===== config.mk =====
export PLATFORM = sky130hd
export DESIGN_NAME = bit_duration_packet_framer
export DESIGN_NICKNAME = d
export VERILOG_FILES = /design/src/sv/bdpf_pkg.sv /design/src/sv/bdpf_ctrl.sv /design/src/sv/bdpf_dp.sv /design/src/sv/bit_duration_packet_framer.sv
export SDC_FILE = /design/constraint.sdc
export NUM_CORES = 1
export LEC_CHECK = 0
export ABC_AREA = 1
export BUFFER_PORTS_ARGS = -buffer_cell sky130_fd_sc_hd__buf_2
export CAP_MARGIN = 5
export CORE_ASPECT_RATIO = 1.25
export CORE_UTILIZATION = 40
export DETAILED_ROUTE_END_ITERATION = 10
export GPL_TIMING_DRIVEN = 0
export REMOVE_ABC_BUFFERS = 1
export SLEW_MARGIN = 20
export SYNTH_ARGS = -nofsm -noshare
export SYNTH_HDL_FRONTEND = slang
export SYNTH_SLANG_ARGS = --single-unit

===== constraint.sdc =====
create_clock -name i_clk -period 2.46 [get_ports i_clk]
set_input_delay 0.738 -clock i_clk [delete_from_list [all_inputs] [get_ports i_clk]]
set_output_delay 0.738 -clock i_clk [all_outputs]
set_load 0.01 [all_outputs]

===== src/sv/bdpf_pkg.sv =====
// shared types, constants and duration table of the bit duration packet framer
`default_nettype none

package bdpf_pkg;

    localparam int BITS_PER_BYTE = 8;

    localparam int RATE_W     = 3;
    localparam int PRE_W      = 6;
    localparam int ACK_W      = 5;
    localparam int CFG_IDX_W  = 2;
    localparam int CFG_DATA_W = 6;
    localparam int DUR_W      = 12;
    localparam int HALF_W     = 11;
    localparam int KIND_W     = 3;
    localparam int CNT_W      = 5;

    localparam logic [PRE_W-1:0] MAX_PREAMBLE = PRE_W'(32);
    localparam logic [ACK_W-1:0] MAX_ACKREQ   = ACK_W'(16);

    // configuration register indexes
    localparam logic [CFG_IDX_W-1:0] CFG_TRANSFER_RATE = 2'd0;
    localparam logic [CFG_IDX_W-1:0] CFG_PREAMBLE_BITS = 2'd1;
    localparam logic [CFG_IDX_W-1:0] CFG_ACKREQ_BITS   = 2'd2;

    // symbol kinds
    localparam logic [KIND_W-1:0] KIND_PREAMBLE = 3'd0;
    localparam logic [KIND_W-1:0] KIND_START    = 3'd1;
    localparam logic [KIND_W-1:0] KIND_DATA     = 3'd2;
    localparam logic [KIND_W-1:0] KIND_END      = 3'd3;
    localparam logic [KIND_W-1:0] KIND_ACKREQ   = 3'd4;

    // duration selectors
    localparam logic [1:0] DUR_ONE  = 2'd0;
    localparam logic [1:0] DUR_ZERO = 2'd1;
    localparam logic [1:0] DUR_ACK  = 2'd2;

    // bit counter operations
    localparam logic [2:0] CNT_HOLD = 3'd0;
    localparam logic [2:0] CNT_DEC  = 3'd1;
    localparam logic [2:0] CNT_PRE  = 3'd2;
    localparam logic [2:0] CNT_DATA = 3'd3;
    localparam logic [2:0] CNT_ACK  = 3'd4;

    typedef struct packed {
        logic [BITS_PER_BYTE-1:0] data_byte;
        logic                     final_byte;
    } t_in_item;

    typedef struct packed {
        logic              line_level;
        logic [HALF_W-1:0] first_half;
        logic [HALF_W-1:0] second_half;
        logic [KIND_W-1:0] symbol_kind;
        logic              run_end;
    } t_out_item;

    typedef struct packed {
        logic              load;
        logic              emit;
        logic [KIND_W-1:0] kind;
        logic              run_end;
        logic              pkt_done;
        logic [2:0]        cnt_op;
    } t_dp_cmd;

    typedef struct packed {
        logic out_free;
        logic cnt_zero;
        logic final_byte;
        logic ack_zero;
    } t_dp_status;

    function automatic logic [DUR_W-1:0] dur_lookup(input logic [RATE_W-1:0] rate,
                                                    input logic [1:0] which);
        logic [DUR_W-1:0] one_d;
        logic [DUR_W-1:0] zero_d;
        logic [DUR_W-1:0] ack_d;
        logic [DUR_W-1:0] res;
        unique case (rate)
            3'd0: begin
                one_d = 12'd1200; zero_d = 12'd2400; ack_d = 12'd3600;
            end
            3'd1: begin
                one_d = 12'd10; zero_d = 12'd20; ack_d = 12'd60;
            end
            3'd2: begin
                one_d = 12'd20; zero_d = 12'd40; ack_d = 12'd60;
            end
            3'd3: begin
                one_d = 12'd40; zero_d = 12'd80; ack_d = 12'd120;
            end
            3'd4: begin
                one_d = 12'd75; zero_d = 12'd150; ack_d = 12'd225;
            end
            default: begin
                one_d = '0; zero_d = '0; ack_d = '0;
            end
        endcase
        unique case (which)
            DUR_ONE:  res = one_d;
            DUR_ZERO: res = zero_d;
            DUR_ACK:  res = ack_d;
            default:  res = '0;
        endcase
        return res;
    endfunction

endpackage

`default_nettype wire


===== src/sv/bdpf_ctrl.sv =====
// symbol sequencing state machine of the bit duration packet framer
`default_nettype none

module bdpf_ctrl
    import bdpf_pkg::*;
(
    input  wire logic       i_clk,
    input  wire logic       i_rst_n,
    input  wire logic       i_in_valid,
    output logic            o_in_ready,
    input  wire t_dp_status i_status,
    output t_dp_cmd         o_cmd
);

    localparam logic [2:0] ST_IDLE  = 3'd0;
    localparam logic [2:0] ST_PRE   = 3'd1;
    localparam logic [2:0] ST_START = 3'd2;
    localparam logic [2:0] ST_DATA  = 3'd3;
    localparam logic [2:0] ST_END   = 3'd4;
    localparam logic [2:0] ST_ACK   = 3'd5;

    logic [2:0] r_state;
    logic [2:0] n_state;
    logic       r_open;   // packet in progress, next byte skips the preamble
    logic       n_open;

    always_comb begin
        n_state      = r_state;
        n_open       = r_open;
        o_cmd        = '0;
        o_cmd.cnt_op = CNT_HOLD;
        o_in_ready   = (r_state == ST_IDLE);
        unique case (r_state)
            ST_IDLE: begin
                if (i_in_valid) begin
                    o_cmd.load = 1'b1;
                    if (r_open) begin
                        n_state = ST_START;
                    end else begin
                        n_state      = ST_PRE;
                        o_cmd.cnt_op = CNT_PRE;
                    end
                end
            end
            ST_PRE: begin
                if (i_status.out_free) begin
                    o_cmd.emit = 1'b1;
                    o_cmd.kind = KIND_PREAMBLE;
                    if (i_status.cnt_zero) begin
                        n_state = ST_START;
                    end else begin
                        o_cmd.cnt_op = CNT_DEC;
                    end
                end
            end
            ST_START: begin
                if (i_status.out_free) begin
                    o_cmd.emit   = 1'b1;
                    o_cmd.kind   = KIND_START;
                    o_cmd.cnt_op = CNT_DATA;
                    n_state      = ST_DATA;
                end
            end
            ST_DATA: begin
                if (i_status.out_free) begin
                    o_cmd.emit = 1'b1;
                    o_cmd.kind = KIND_DATA;
                    if (!i_status.cnt_zero) begin
                        o_cmd.cnt_op = CNT_DEC;
                    end else if (i_status.final_byte) begin
                        n_state = ST_END;
                    end else begin
                        o_cmd.run_end = 1'b1;
                        n_open        = 1'b1;
                        n_state       = ST_IDLE;
                    end
                end
            end
            ST_END: begin
                if (i_status.out_free) begin
                    o_cmd.emit = 1'b1;
                    o_cmd.kind = KIND_END;
                    if (i_status.ack_zero) begin
                        o_cmd.run_end  = 1'b1;
                        o_cmd.pkt_done = 1'b1;
                        n_open         = 1'b0;
                        n_state        = ST_IDLE;
                    end else begin
                        o_cmd.cnt_op = CNT_ACK;
                        n_state      = ST_ACK;
                    end
                end
            end
            ST_ACK: begin
                if (i_status.out_free) begin
                    o_cmd.emit = 1'b1;
                    o_cmd.kind = KIND_ACKREQ;
                    if (i_status.cnt_zero) begin
                        o_cmd.run_end  = 1'b1;
                        o_cmd.pkt_done = 1'b1;
                        n_open         = 1'b0;
                        n_state        = ST_IDLE;
                    end else begin
                        o_cmd.cnt_op = CNT_DEC;
                    end
                end
            end
            default: begin
                n_state = ST_IDLE;
            end
        endcase
    end

    always_ff @(posedge i_clk) begin
        if (!i_rst_n) begin
            r_state <= ST_IDLE;
            r_open  <= 1'b0;
        end else begin
            r_state <= n_state;
            r_open  <= n_open;
        end
    end

endmodule

`default_nettype wire


===== src/sv/bdpf_dp.sv =====
// datapath of the bit duration packet framer: config, byte shifter, counter, output register
`default_nettype none

module bdpf_dp
    import bdpf_pkg::*;
(
    input  wire logic                  i_clk,
    input  wire logic                  i_rst_n,
    input  wire t_in_item              i_in_item,
    input  wire logic                  i_cfg_valid,
    input  wire logic [CFG_IDX_W-1:0]  i_cfg_index,
    input  wire logic [CFG_DATA_W-1:0] i_cfg_data,
    input  wire logic                  i_out_ready,
    input  wire t_dp_cmd               i_cmd,
    output t_dp_status                 o_status,
    output logic                       o_out_valid,
    output t_out_item                  o_out_item
);

    logic [RATE_W-1:0]        r_rate;
    logic [PRE_W-1:0]         r_pre;
    logic [ACK_W-1:0]         r_ack;
    logic [BITS_PER_BYTE-1:0] r_byte;
    logic                     r_final;
    logic [CNT_W-1:0]         r_cnt;
    logic [CNT_W-1:0]         n_cnt;
    logic                     r_level;
    logic                     r_out_valid;
    t_out_item                r_out;

    logic [CNT_W-1:0] pre_load;
    logic [CNT_W-1:0] ack_load;
    logic [1:0]       dur_sel;
    logic [DUR_W-1:0] dur;
    logic [DUR_W:0]   dur_inc;

    // preamble count clamped to 1..32, ackreq count clamped to 16, both minus one
    always_comb begin
        if (r_pre == '0) begin
            pre_load = '0;
        end else if (r_pre > MAX_PREAMBLE) begin
            pre_load = CNT_W'(MAX_PREAMBLE - PRE_W'(1));
        end else begin
            pre_load = CNT_W'(r_pre - PRE_W'(1));
        end
        if (r_ack > MAX_ACKREQ) begin
            ack_load = CNT_W'(MAX_ACKREQ - ACK_W'(1));
        end else begin
            ack_load = CNT_W'(r_ack - ACK_W'(1));
        end
    end

    always_comb begin
        case (i_cmd.cnt_op)
            CNT_DEC:  n_cnt = r_cnt - CNT_W'(1);
            CNT_PRE:  n_cnt = pre_load;
            CNT_DATA: n_cnt = CNT_W'(BITS_PER_BYTE - 1);
            CNT_ACK:  n_cnt = ack_load;
            default:  n_cnt = r_cnt;
        endcase
    end

    always_comb begin
        case (i_cmd.kind)
            KIND_START:  dur_sel = DUR_ZERO;
            KIND_DATA:   dur_sel = r_byte[BITS_PER_BYTE-1] ? DUR_ONE : DUR_ZERO;
            KIND_ACKREQ: dur_sel = DUR_ACK;
            default:     dur_sel = DUR_ONE;
        endcase
        dur     = dur_lookup(r_rate, dur_sel);
        dur_inc = {1'b0, dur} + (DUR_W+1)'(1);
    end

    assign o_status.out_free   = !r_out_valid || i_out_ready;
    assign o_status.cnt_zero   = (r_cnt == '0);
    assign o_status.final_byte = r_final;
    assign o_status.ack_zero   = (r_ack == '0);

    always_ff @(posedge i_clk) begin
        if (!i_rst_n) begin
            r_rate <= '0;
            r_pre  <= PRE_W'(16);
            r_ack  <= '0;
        end else if (i_cfg_valid) begin
            case (i_cfg_index)
                CFG_TRANSFER_RATE: r_rate <= i_cfg_data[RATE_W-1:0];
                CFG_PREAMBLE_BITS: r_pre  <= i_cfg_data[PRE_W-1:0];
                CFG_ACKREQ_BITS:   r_ack  <= i_cfg_data[ACK_W-1:0];
                default: ;
            endcase
        end
    end

    always_ff @(posedge i_clk) begin
        if (!i_rst_n) begin
            r_level     <= 1'b0;
            r_out_valid <= 1'b0;
            r_cnt       <= '0;
        end else begin
            r_cnt <= n_cnt;
            if (i_cmd.emit) begin
                r_out_valid <= 1'b1;
                r_level     <= i_cmd.pkt_done ? 1'b0 : ~r_level;
            end else if (i_out_ready) begin
                r_out_valid <= 1'b0;
            end
        end
    end

    always_ff @(posedge i_clk) begin
        if (i_cmd.load) begin
            r_byte  <= i_in_item.data_byte;
            r_final <= i_in_item.final_byte;
        end else if (i_cmd.emit && i_cmd.kind == KIND_DATA) begin
            r_byte <= {r_byte[BITS_PER_BYTE-2:0], 1'b0};
        end
        if (i_cmd.emit) begin
            r_out.line_level  <= r_level;
            r_out.first_half  <= HALF_W'(dur >> 1);
            r_out.second_half <= HALF_W'(dur_inc >> 1);
            r_out.symbol_kind <= i_cmd.kind;
            r_out.run_end     <= i_cmd.run_end;
        end
    end

    assign o_out_valid = r_out_valid;
    assign o_out_item  = r_out;

endmodule

`default_nettype wire


===== src/sv/bit_duration_packet_framer.sv =====
// top level of the bit duration packet framer
//
// Turns packet bytes into line symbols, one symbol per clock while the output
// side keeps taking them and a byte is being sent; a new byte is accepted only
// when the last one has issued its symbols. A byte is sent as a start bit and
// eight data bits; the first byte of a packet is preceded by its preamble bits
// (1..32), the final byte adds the end bit and its ackreq symbols (0..16).
// The rate is set by the single symbol output register, which is refilled in
// the same cycle its item is taken. Each symbol carries its level, the two
// half durations in ticks, its kind and a run_end flag on the last symbol of a
// byte. The level toggles per symbol and returns to low after a packet's last
// symbol. Configuration writes are taken on every cycle and must only be
// issued while the block is idle; unknown register indexes are ignored.
`default_nettype none

module bit_duration_packet_framer
    import bdpf_pkg::*;
(
    input  wire logic                  i_clk,
    input  wire logic                  i_rst_n,
    // byte input
    input  wire logic                  i_in_valid,
    output logic                       o_in_ready,
    input  wire t_in_item              i_in_item,
    // symbol output
    output logic                       o_out_valid,
    input  wire logic                  i_out_ready,
    output t_out_item                  o_out_item,
    // configuration writes
    input  wire logic                  i_cfg_valid,
    output logic                       o_cfg_ready,
    input  wire logic [CFG_IDX_W-1:0]  i_cfg_index,
    input  wire logic [CFG_DATA_W-1:0] i_cfg_data
);

    t_dp_cmd    cmd;
    t_dp_status status;

    // config port never stalls
    assign o_cfg_ready = 1'b1;

    // sequencer: picks the next symbol kind and counter action
    bdpf_ctrl u_ctrl (
        .i_clk      (i_clk),
        .i_rst_n    (i_rst_n),
        .i_in_valid (i_in_valid),
        .o_in_ready (o_in_ready),
        .i_status   (status),
        .o_cmd      (cmd)
    );

    // datapath: config registers, byte shifter, bit counter, line level, output register
    bdpf_dp u_dp (
        .i_clk       (i_clk),
        .i_rst_n     (i_rst_n),
        .i_in_item   (i_in_item),
        .i_cfg_valid (i_cfg_valid),
        .i_cfg_index (i_cfg_index),
        .i_cfg_data  (i_cfg_data),
        .i_out_ready (i_out_ready),
        .i_cmd       (cmd),
        .o_status    (status),
        .o_out_valid (o_out_valid),
        .o_out_item  (o_out_item)
    );

    // an accepted byte always closes the input in the cycle after it is taken
    a_busy_after_accept: assert property (@(posedge i_clk) disable iff (!i_rst_n)
        (i_in_valid && o_in_ready) |=> !o_in_ready)
        else $error("input ready right after accepting an item");

    // while a symbol that does not end its byte is shown, the byte is still at work
    a_no_accept_mid_run: assert property (@(posedge i_clk) disable iff (!i_rst_n)
        (o_out_valid && !o_out_item.run_end) |-> !o_in_ready)
        else $error("input ready while a byte is still being sent");

    // a new symbol only appears from work on a byte, never while the block was idle
    a_symbol_from_work: assert property (@(posedge i_clk) disable iff (!i_rst_n)
        $rose(o_out_valid) |-> !$past(o_in_ready))
        else $error("symbol produced while idle");

endmodule

`default_nettype wire


* Yosys cells after proc, flatten, opt, wreduce, memory -nomap -nowiden
Cells that the tools add are included.
** Storage, ports and cells
- Register bits :: 61
- Bits in latches :: 0
- Bits in writable memories :: 0
- ROM bits :: 0
- Input port bits :: 22
- Output and inout port bits :: 30
- Word-level logic and storage cells :: 131
- Memories :: 0
** Cells by class
- $add $sub $neg :: 4
- Multiply operators :: 0
- Divide/modulo/power cells :: 0
- Order comparisons :: 2
- Equality and inequality tests :: 31
- Shifts and indexed selects :: 0
- Multiplexer cells :: 57
- Bitwise logic cells :: 1
- Reduce and logical (&&, ||, !) cells :: 21
** Operators with widths (count)
- $pmux 12 s5 :: 1
- $pmux 11 s5 :: 1
- $pmux 12 s4 :: 1
- $mux 3 :: 14
- $pmux 12 s3 :: 1
- $eq 3x2->1 const B :: 7
- $mux 5 :: 4
- $pmux 4 s5 :: 1
- $pmux 5 s4 :: 1
- $mux 9 :: 2
- $pmux 3 s6 :: 1
- $mux 1 :: 16
- $mux 8 :: 2
- $ne 2x2->1 const B :: 8
- $eq 3x3->1 const B :: 5
- $pmux 3 s5 :: 1
- $sub 5x1->5 const B :: 3
- $add 12x1->12 const B :: 1
- $eq 3x1->1 const B :: 4
- $logic_not 5->1 :: 2
- $mux 2 :: 5
- $reduce_and 9->1 :: 1
- $mux 4 :: 2
- $reduce_and 8->1 :: 1
- 20 further kinds :: 31

* Longest topological paths before layout
Gate-level depths: netlist of the first run.
- Depth after elaboration :: 9
- Gate-level depth with buffers :: 12
- Gate-level depth less buffers :: 12

* Hierarchy
Synthesis of the first run repeated with hierarchy kept, for this count alone.
** Second synthesis, totals
- Cells, all modules :: 424
- Area total of the unflattened synthesis :: 3408.3 sq um
** By module, submodules not included
- bdpf_dp :: times used 1, cells each 318, area each 2791.4 sq um, sequential area each 1501.4 sq um
- bdpf_ctrl :: times used 1, cells each 104, area each 605.6 sq um, sequential area each 80.1 sq um
- bit_duration_packet_framer :: times used 1, cells each 2, area each 11.3 sq um, sequential area each 0.0 sq um

* Least setup slack after synthesis of the first run
Ideal clock, no wire load.
- Kind :: in2reg
- Start point :: in i_out_ready
- End point :: reg u_dp.r_out, in the netlist u_dp.o_out_item[7], data pin
- Setup time :: 0.255 ns
- Arrival time :: 1.935 ns
- Required time :: 2.205 ns
- Setup slack :: 0.270 ns
- Cell stages on the path :: 9
- Path buffers :: 0
- Cells stage by stage :: inv_1 nand2_2 nand3_2 nand2_4 inv_1 o21ai_0 ha_1 nand3_1 and2_1
** On the way
- Word-level cells in the longest chain between the ends :: 8
- Elaborated cells between the ends (all ways) :: 15
- Those cells by class :: add/sub (1); eq/ne (5); mux (7); reduce/logical (2)
** Ends and longest elaborated chain
- start, declared :: line bit_duration_packet_framer.sv:27 : input wire logic i_out_ready,
- $logic_or 1x1->1 * :: line bdpf_dp.sv:74 : assign o_status.out_free = !r_out_valid || i_out_ready;
- $mux 9 (tied with other cells) :: line bdpf_ctrl.sv:80 : if (i_status.out_free) begin
- $pmux 4 s5 * :: line bdpf_ctrl.sv:33 : unique case (r_state)
- $eq 3x3->1 (tied with other cells) :: line bdpf_dp.sv:64 : case (i_cmd.kind)
- $pmux 2 s3 * :: line bdpf_dp.sv:64
- $eq 2x2->1 (tied with other cells) :: line bdpf_pkg.sv:100 : unique case (which)
- $pmux 12 s3 * :: line bdpf_pkg.sv:100
- named net u_dp.dur[1] :: line bdpf_dp.sv:34 : logic [DUR_W-1:0] dur;
- $add 12x1->12 * :: line bdpf_dp.sv:71 : dur_inc = {1'b0, dur} + (DUR_W+1)'(1);
- named net u_dp.dur_inc[4] :: line bdpf_dp.sv:35 : logic [DUR_W:0] dur_inc;
- end, declared :: line bdpf_dp.sv:29 : t_out_item r_out;
Mark *: on every way through the listed nets, which the timed path passes. The rest lies on a longest branch.
A chain may end at the register's enable or synchronous reset.

* Final worst setup path of the first run
Ends and elaborated chain as after synthesis.

==> impl_results.md, run 1 <==
* Hold_buf cts at 0
* Slew at the pin closest to its max-slew limit at 1.02 ns
* Post-route ant nets at 0
* Routed wire per std cell at 11.1 um
* Sequential share of power at 39.3%
* Final layout net count at 462
* Status: complete, no violations
* Synth Instances at 378
* Layout Skew at 0.00951 ns
* Period utilization at 88.6%
* Post-synth EDFFs at 36
* Antenna cells at 0
* All-Layer GR Usage at 16.5%
* Fillcell total at 756
* Internal cell power at 2.79 mW
* Count of final setup violators at 0
* Synth top area share at 35.0%
* Cell taking the most area after synthesis: edfxtp_1
* Pwr Density at 1230 nW/um^2
* Core area at 7440 sq um
* Startpoint types: primary input
* Hold WC Path Type: reg2reg
* Share of post-route cells with drive strength above 1 at 20.2%
* HPWL Detailed at 4.46 mm
* WL met2 at 2.76 mm
* Clock Latency Late Sink at 0.34 ns
* Routability congestion estimate from global placement at 0.836
* Logic pwr share at 38.8%
* Register area at 1580 sq um
* Area occupied by multi-input gates at 1290 sq um
* Max Slew Vio Count at 0
* Ys flop type: edfxtp_1
* CTS resizes at 0
* DR top layer: met4
* Final Hold Viols at 0
* Sw frac at 38.1%
* Max-cap violations at 0
* Vias per Instance at 4.85
* DR DRC count at 0
* Area Growth Syn to Fin at 18.2%
* Port buffer count at 50
* Syn Area/Cell at 8.17 sq um
* Clk root buf: clkbuf_8
* Clock power share at 21.9%
* Final WL at 5.91 mm
* Worst setup EP type: flip-flop
* Cell Area, Synth at 3090 sq um
* Post-synth top cells: nand2_1 (92), nor2_1 (53), inv_1 (45), edfxtp_1 (36), nand3_1 (27)
* Peak supply drop at 0.530 mV
* Tmin final at 2.18 ns
* Synth warn at 0
* CP max FO at 10
* Clk slew on worst S/H paths at 0.07 ns
* # rows at 35
* Initial Util at 41.5%
* M1 WL at 2.71 mm
* Register bit total from synthesis at 61
* Slew HR at 31.9%
* WL met3 at 295 um
* CTS tree: yes
* Post-CTS Setup Inserts at 0
* Initial DRC count at 94
* Net Sw Power at 1.72 mW
* Yosys cell types at 34
* CTS Sinks at 61
* Die footprint at 8080 sq um
* Via count at 2,580
* Sequential share of the synthesized area at 51.2%
* Final hold slack at 0.456 ns
* Die Y at 100 um
* Top post-synthesis cells by area: edfxtp_1 (35%), dfxtp_1 (16%), nand2_1 (11%), nor2_1 (6.4%), inv_1 (5.5%)
* F_max at 459 MHz
* Largest net degree at the start of global routing at 29
* Num CTS Buffers at 9
* # H-tree levels at 3
* WP data arrival at 2.28 ns
* P_leak at 1.71 nW
* Top Ports at 52
* Die Wd at 80.6 um
* Setup CP Type: in2reg
* Vias in the first global route at 2,407
* First-pass GRT wire length at 10.3 mm
* Critical path data required time at 2.56 ns
* Ys async rst share at 0%
* Count leader, synth: nand2_1
* Detailed Routing Iterations Pass 1 at 4
* Setup TNS at 0 ns
* Total gr overflow at 0
* Max Root-Sink Buffers at 2
* Unrepaired setup endpoints after global routing: false
* Initial antenna violation count at 0
-- area by class of cell --
type / count / area share [%]
clock buffers: 9 / 3.39
clock inverters: 7 / 2.71
inverters: 50 / 5.28
multi-input cells: 263 / 35.3
flip-flops and latches: 61 / 43.3
well taps: 92 / 3.15
repair buffers: 50 / 6.85
-- routing by layer --
layer	vias up	track usage [%]
met1	1144	20.0
met5	-	0
met4	0	8.10
met3	14	4.00
li1	1353	-
met2	69	27.1
-- metrics by stage --
step                instance area (sq um)  total power [mW]  util (%)  instances  setup WS (ns)
floorplan                            3060              3.04         -        374          0.269
global placement                     3430              3.53      46.1        516         -0.113
detailed placement                   3430              3.57      46.1        516         -0.112
CTS                                  3650              4.57      49.0        532          0.262
global route                         3650              4.89      49.0        532       0.000541
finish                               3650              4.51      49.0        532          0.280
-- power by group through the flow --
stage | logic, mW | clock network, mW | registers, mW
after floorplan | 1.13 | 0 | 1.91
after global placement | 1.74 | 0 | 1.79
after detailed placement | 1.77 | 0 | 1.80
after CTS | 1.77 | 1.01 | 1.78
after global routing | 2.01 | 1.06 | 1.82
final | 1.75 | 0.989 | 1.77
-- critical path: stages --
cell     delay [ns]
buf_2          0.10
inv_1          0.05
nand2_2        0.17
nand3_2        0.22
nand2_4        0.20
inv_1          0.09
o21ai_0        0.22
ha_1           0.22
nand3_1        0.10
and2_1         0.16
-- kinds of logic after synthesis --
group | Yosys count | synth area share [%]
other cells | 1 | 0.121
buf+inv | 54 | 7.09
flops | 61 | 51.2
compound gates | 51 | 8.75
simple gates | 201 | 29.4
fa+ha+maj | 5 | 2.03
xor+xnor | 5 | 1.42
-- cell usage in the layout (no fill, tap or decap), drive strengths merged, types with 5 or more instances in the layout --
cell and instances:
inv 50, buf 50, nor2 56, nand2 99
nand3 32, o21ai 26, nand4 5, a21oi 19
dfxtp 25, ha 5, edfxtp 36, clkbuf 9
-- flip-flops by register name, summed over array words and instances, names as in the netlist --
register          flops
u_ctrl.r_open         1
u_ctrl.r_state        3
u_dp.o_out_item      27
u_dp.o_out_valid      1
u_dp.r_ack            5
u_dp.r_byte           8
u_dp.r_cnt            5
u_dp.r_final          1
u_dp.r_level          1
u_dp.r_pre            6
u_dp.r_rate           3
-- path summary, 6_finish.rpt --
kind | from | end | slack (ns) | cells past startpoint
worst max-delay path | i_out_ready | u_dp.o_out_item[7]$_DFFE_PP_ | 0.28 | 10
worst min register to register | u_dp.r_level$_SDFFE_PN0P_ | u_dp.o_out_item[26]$_DFFE_PP_ | 0.46 | 0
worst min-delay path | u_dp.r_level$_SDFFE_PN0P_ | u_dp.o_out_item[26]$_DFFE_PP_ | 0.46 | 0
worst max register to register | u_ctrl.r_state[1]$_SDFFE_PN0P_ | u_dp.o_out_item[7]$_DFFE_PP_ | 0.29 | 9
Power figures use the tool's default switching activity.
==> run 2: changes to the inputs <==
--- a/config.mk
+++ b/config.mk
@@ -16,4 +16,5 @@
 export SLEW_MARGIN = 20
 export SYNTH_ARGS = -nofsm -noshare
 export SYNTH_HDL_FRONTEND = slang
+export SYNTH_HIERARCHICAL = 1
 export SYNTH_SLANG_ARGS = --single-unit
==> run 2 against run 1 <==
  * The run now ends with design-rule violations left
  * Clock skew shrank 0.0018 ns
  * Final area up 16%
  * Count of clock-buffer cells in the layout up 3
  * First-iteration DRC count is 24% higher
  * Largest power group is now combinational logic
  * Clock power fell by 6.9%
  * Sequential power is essentially flat
  * Critical endpoint is now u_dp/o_out_item[7]$_DFFE_PP_
==> impl_results.md, run 2 <==
* Post-Route Utilization at 51.3%
* Layout Skew at 0.00773 ns
* Critical path data required time at 2.57 ns
* Setup CP Type: in2reg
* Status: finished, violations left
* Top Ports at 52
* Vias in the first global route at 2,700
* Die footprint at 8900 sq um
* Sw frac at 42.0%
* Count of final setup violators at 0
* Largest net degree at the start of global routing at 25
* Max-cap violations at 0
* Final Hold Viols at 0
* Post-route ant nets at 0
* Failing checks: design-rule violations
* Period utilization at 98.4%
* Final WL at 7.51 mm
* Internal cell power at 3.16 mW
* # rows at 37
* Sequential share of the synthesized area at 46.4%
* Top post-synthesis cells by area: edfxtp_1 (32%), dfxtp_1 (15%), nand2_1 (11%), inv_1 (6.6%), a21oi_1 (4.3%)
* Die Wd at 84.6 um
* CP max FO at 10
* Post-synth top cells: nand2_1 (103), inv_1 (60), nor2_1 (37), edfxtp_1 (36), a21oi_1 (29)
* Layout Cells excl Fill at 598
* Antenna cells at 0
* Commonest non-fill, non-tap cells in the layout: nand2_1 (96), inv_1 (55), buf_2 (50)
* Num CTS Buffers at 9
* DR DRC count at 8
* Slew at the pin closest to its max-slew limit at 0.733 ns
* Setup TNS at 0 ns
* Register bit total from synthesis at 61
* Clock Latency Late Sink at 0.35 ns
* Post-Place Cell Area at 3710 sq um
* Startpoint types: primary input
* Initial DRC count at 117
* Net Sw Power at 2.29 mW
* Fillcell total at 809
* Initial antenna violation count at 0
* DP Cell Count at 561
* Final layout net count at 526
* Cell Area, Synth at 3410 sq um
* F_max at 413 MHz
* Hold_buf cts at 0
* HPWL Detailed at 4.85 mm
* Post-synthesis simple-gate area fraction at 30.1%
* Core area at 8240 sq um
* Ys flop type: edfxtp_1
* CTS Sinks at 61
* Clk root buf: clkbuf_8
* Peak supply drop at 0.506 mV
* Routability congestion estimate from global placement at 0.847
* Clk slew on worst S/H paths at 0.07 ns
* Mux contribution to synthesized area at 0%
* Share of post-route cells with drive strength above 1 at 31.1%
* Commonest non-fill, non-tap cell in the layout: nand2_1
* Detailed Routing Iterations Pass 1 at 7
* CTS tree: yes
* Initial Util at 41.4%
* Clock power share at 16.9%
* # H-tree levels at 3
* Routed wire per std cell at 12.6 um
* WP data arrival at 2.53 ns
* Synth top area share at 31.7%
* Max Slew Vio Count at 0
* P_leak at 1.96 nW
* Max Root-Sink Buffers at 2
* First-pass GRT wire length at 12.1 mm
* Yosys cell types at 33
* Hold path depth at 0
* Pwr Density at 1290 nW/um^2
* Largest family of logic cells by synthesized area: simple AND/OR/NAND/NOR gates
* Slew HR at 51.1%
* All-Layer GR Usage at 17.5%
* Tmin final at 2.42 ns
* Post-synth EDFFs at 36
* Total gr overflow at 0
* Ys async rst share at 0%
* Die Y at 105 um
* Syn Area/Cell at 8.04 sq um
* Unrepaired setup endpoints after global routing: true
* Adder-Cell Fraction of Synth Area at 2.94%
* Synth warn at 6
* Vias per Instance at 4.92
* Reg2Reg Depth at 17
* Max FFs per register at 27
* Cell taking the most area after synthesis: edfxtp_1
* Hold WC Path Type: reg2reg
* Synth Instances at 424
* Logic pwr share at 51.0%
* Count leader, synth: nand2_1
* Xor/xnor share of the synthesized area at 1.54%
* Sequential share of power at 32.1%
* Area Growth Syn to Fin at 24.1%
* Via count at 2,945
* Design Area, Final at 4230 sq um
* Port buffer count at 50
* Worst setup EP type: flip-flop
* Synth Area in Compound Gates at 9.25%
[run 2: per-layer routing]
| metal | up-vias | share of wire (%) | GRT usage (%) | wire length [um] |
|---|---|---|---|---|
| li1 | 1528 | - | - | - |
| met1 | 1328 | 43 | 19.5 | 3200 |
| met2 | 68 | 50 | 31.1 | 3780 |
| met3 | 21 | 4.2 | 4.03 | 314 |
| met4 | 0 | 2.9 | 8.72 | 218 |
| met5 | - | 0 | 0 | 0 |
[run 2: layout make-up]
cell class | instances | area, sq um | area share (%)
Clock buffer | 12 | 155 | 3.67
Multi-Input combinational cell | 288 | 1650 | 38.9
Timing Repair Buffer | 70 | 408 | 9.64
Clock inverter | 4 | 47.5 | 1.12
Sequential cell | 61 | 1590 | 37.7
Inverter | 66 | 259 | 6.12
Tap cell | 97 | 121 | 2.87
[run 2: critical path, cell delays in order]
cell and delay, ns:
buf_2 0.09, inv_1 0.05, nand2_2 0.10, inv_6 0.14
nor2_2 0.06, o21ai_0 0.15, inv_1 0.08, inv_1 0.13
nand3_2 0.14, nor2_4 0.15, nor2_4 0.07, inv_2 0.11
nand2_2 0.08, nand2_2 0.10, ha_4 0.15, nand3_2 0.08
inv_2 0.06, nor2_2 0.03
[run 2: power groups by stage]
stage / Clock, mW / Sequential (mW) / Combinational, mW
floorplan: 0 / 1.90 / 1.48
global placement: 0 / 1.81 / 2.11
detailed placement: 0 / 1.80 / 2.17
CTS: 0.934 / 1.76 / 2.57
global route: 0.986 / 1.79 / 3.08
finish: 0.921 / 1.75 / 2.78
[run 2: final timing paths]
kind / start / to / slack (ns)
setup / recovery: i_out_ready / u_dp/o_out_item[7]$_DFFE_PP_ / 0.04
setup reg to reg: u_ctrl/r_state[1]$_SDFFE_PN0P_ / u_dp/o_out_item[7]$_DFFE_PP_ / 0.07
hold reg to reg: u_dp/r_level$_SDFFE_PN0P_ / u_dp/o_out_item[26]$_DFFE_PP_ / 0.47
hold / removal: u_dp/r_level$_SDFFE_PN0P_ / u_dp/o_out_item[26]$_DFFE_PP_ / 0.47
[run 2: repair_timing]
action / 4_1_cts / 5_1_grt
pin swaps: 6 / 10
gates cloned: 1 / 0
buffers inserted: 12 / 8
setup endpoints to repair: 36 / 18
gates resized for setup: 28 / 20
[run 2: kinds of logic (layout without fill, tap and decap cells)]
family                   count (synthesis)  after routing
AO/OA/AOI/OAI                           59             59
XOR/XNOR                                 6              6
adder cells (fa/ha/maj)                  8              8
buffers and inverters                   76            152
flip-flops                              61             61
other                                    1              1
AND/OR/NAND/NOR                        213            214
[run 2: through the flow]
stage / total power [mW] / hold slack [ns] / worst slack (ns)
6_report: 5.44 / 0.468 / 0.0404
5_1_grt: 5.86 / 0.484 / -0.0643
4_1_cts: 5.26 / 0.469 / 0.00295
3_5_place_dp: 3.98 / 0.460 / -1.20
3_3_place_gp: 3.92 / 0.446 / -2.10
2_1_floorplan: 3.38 / 0.432 / -1.23
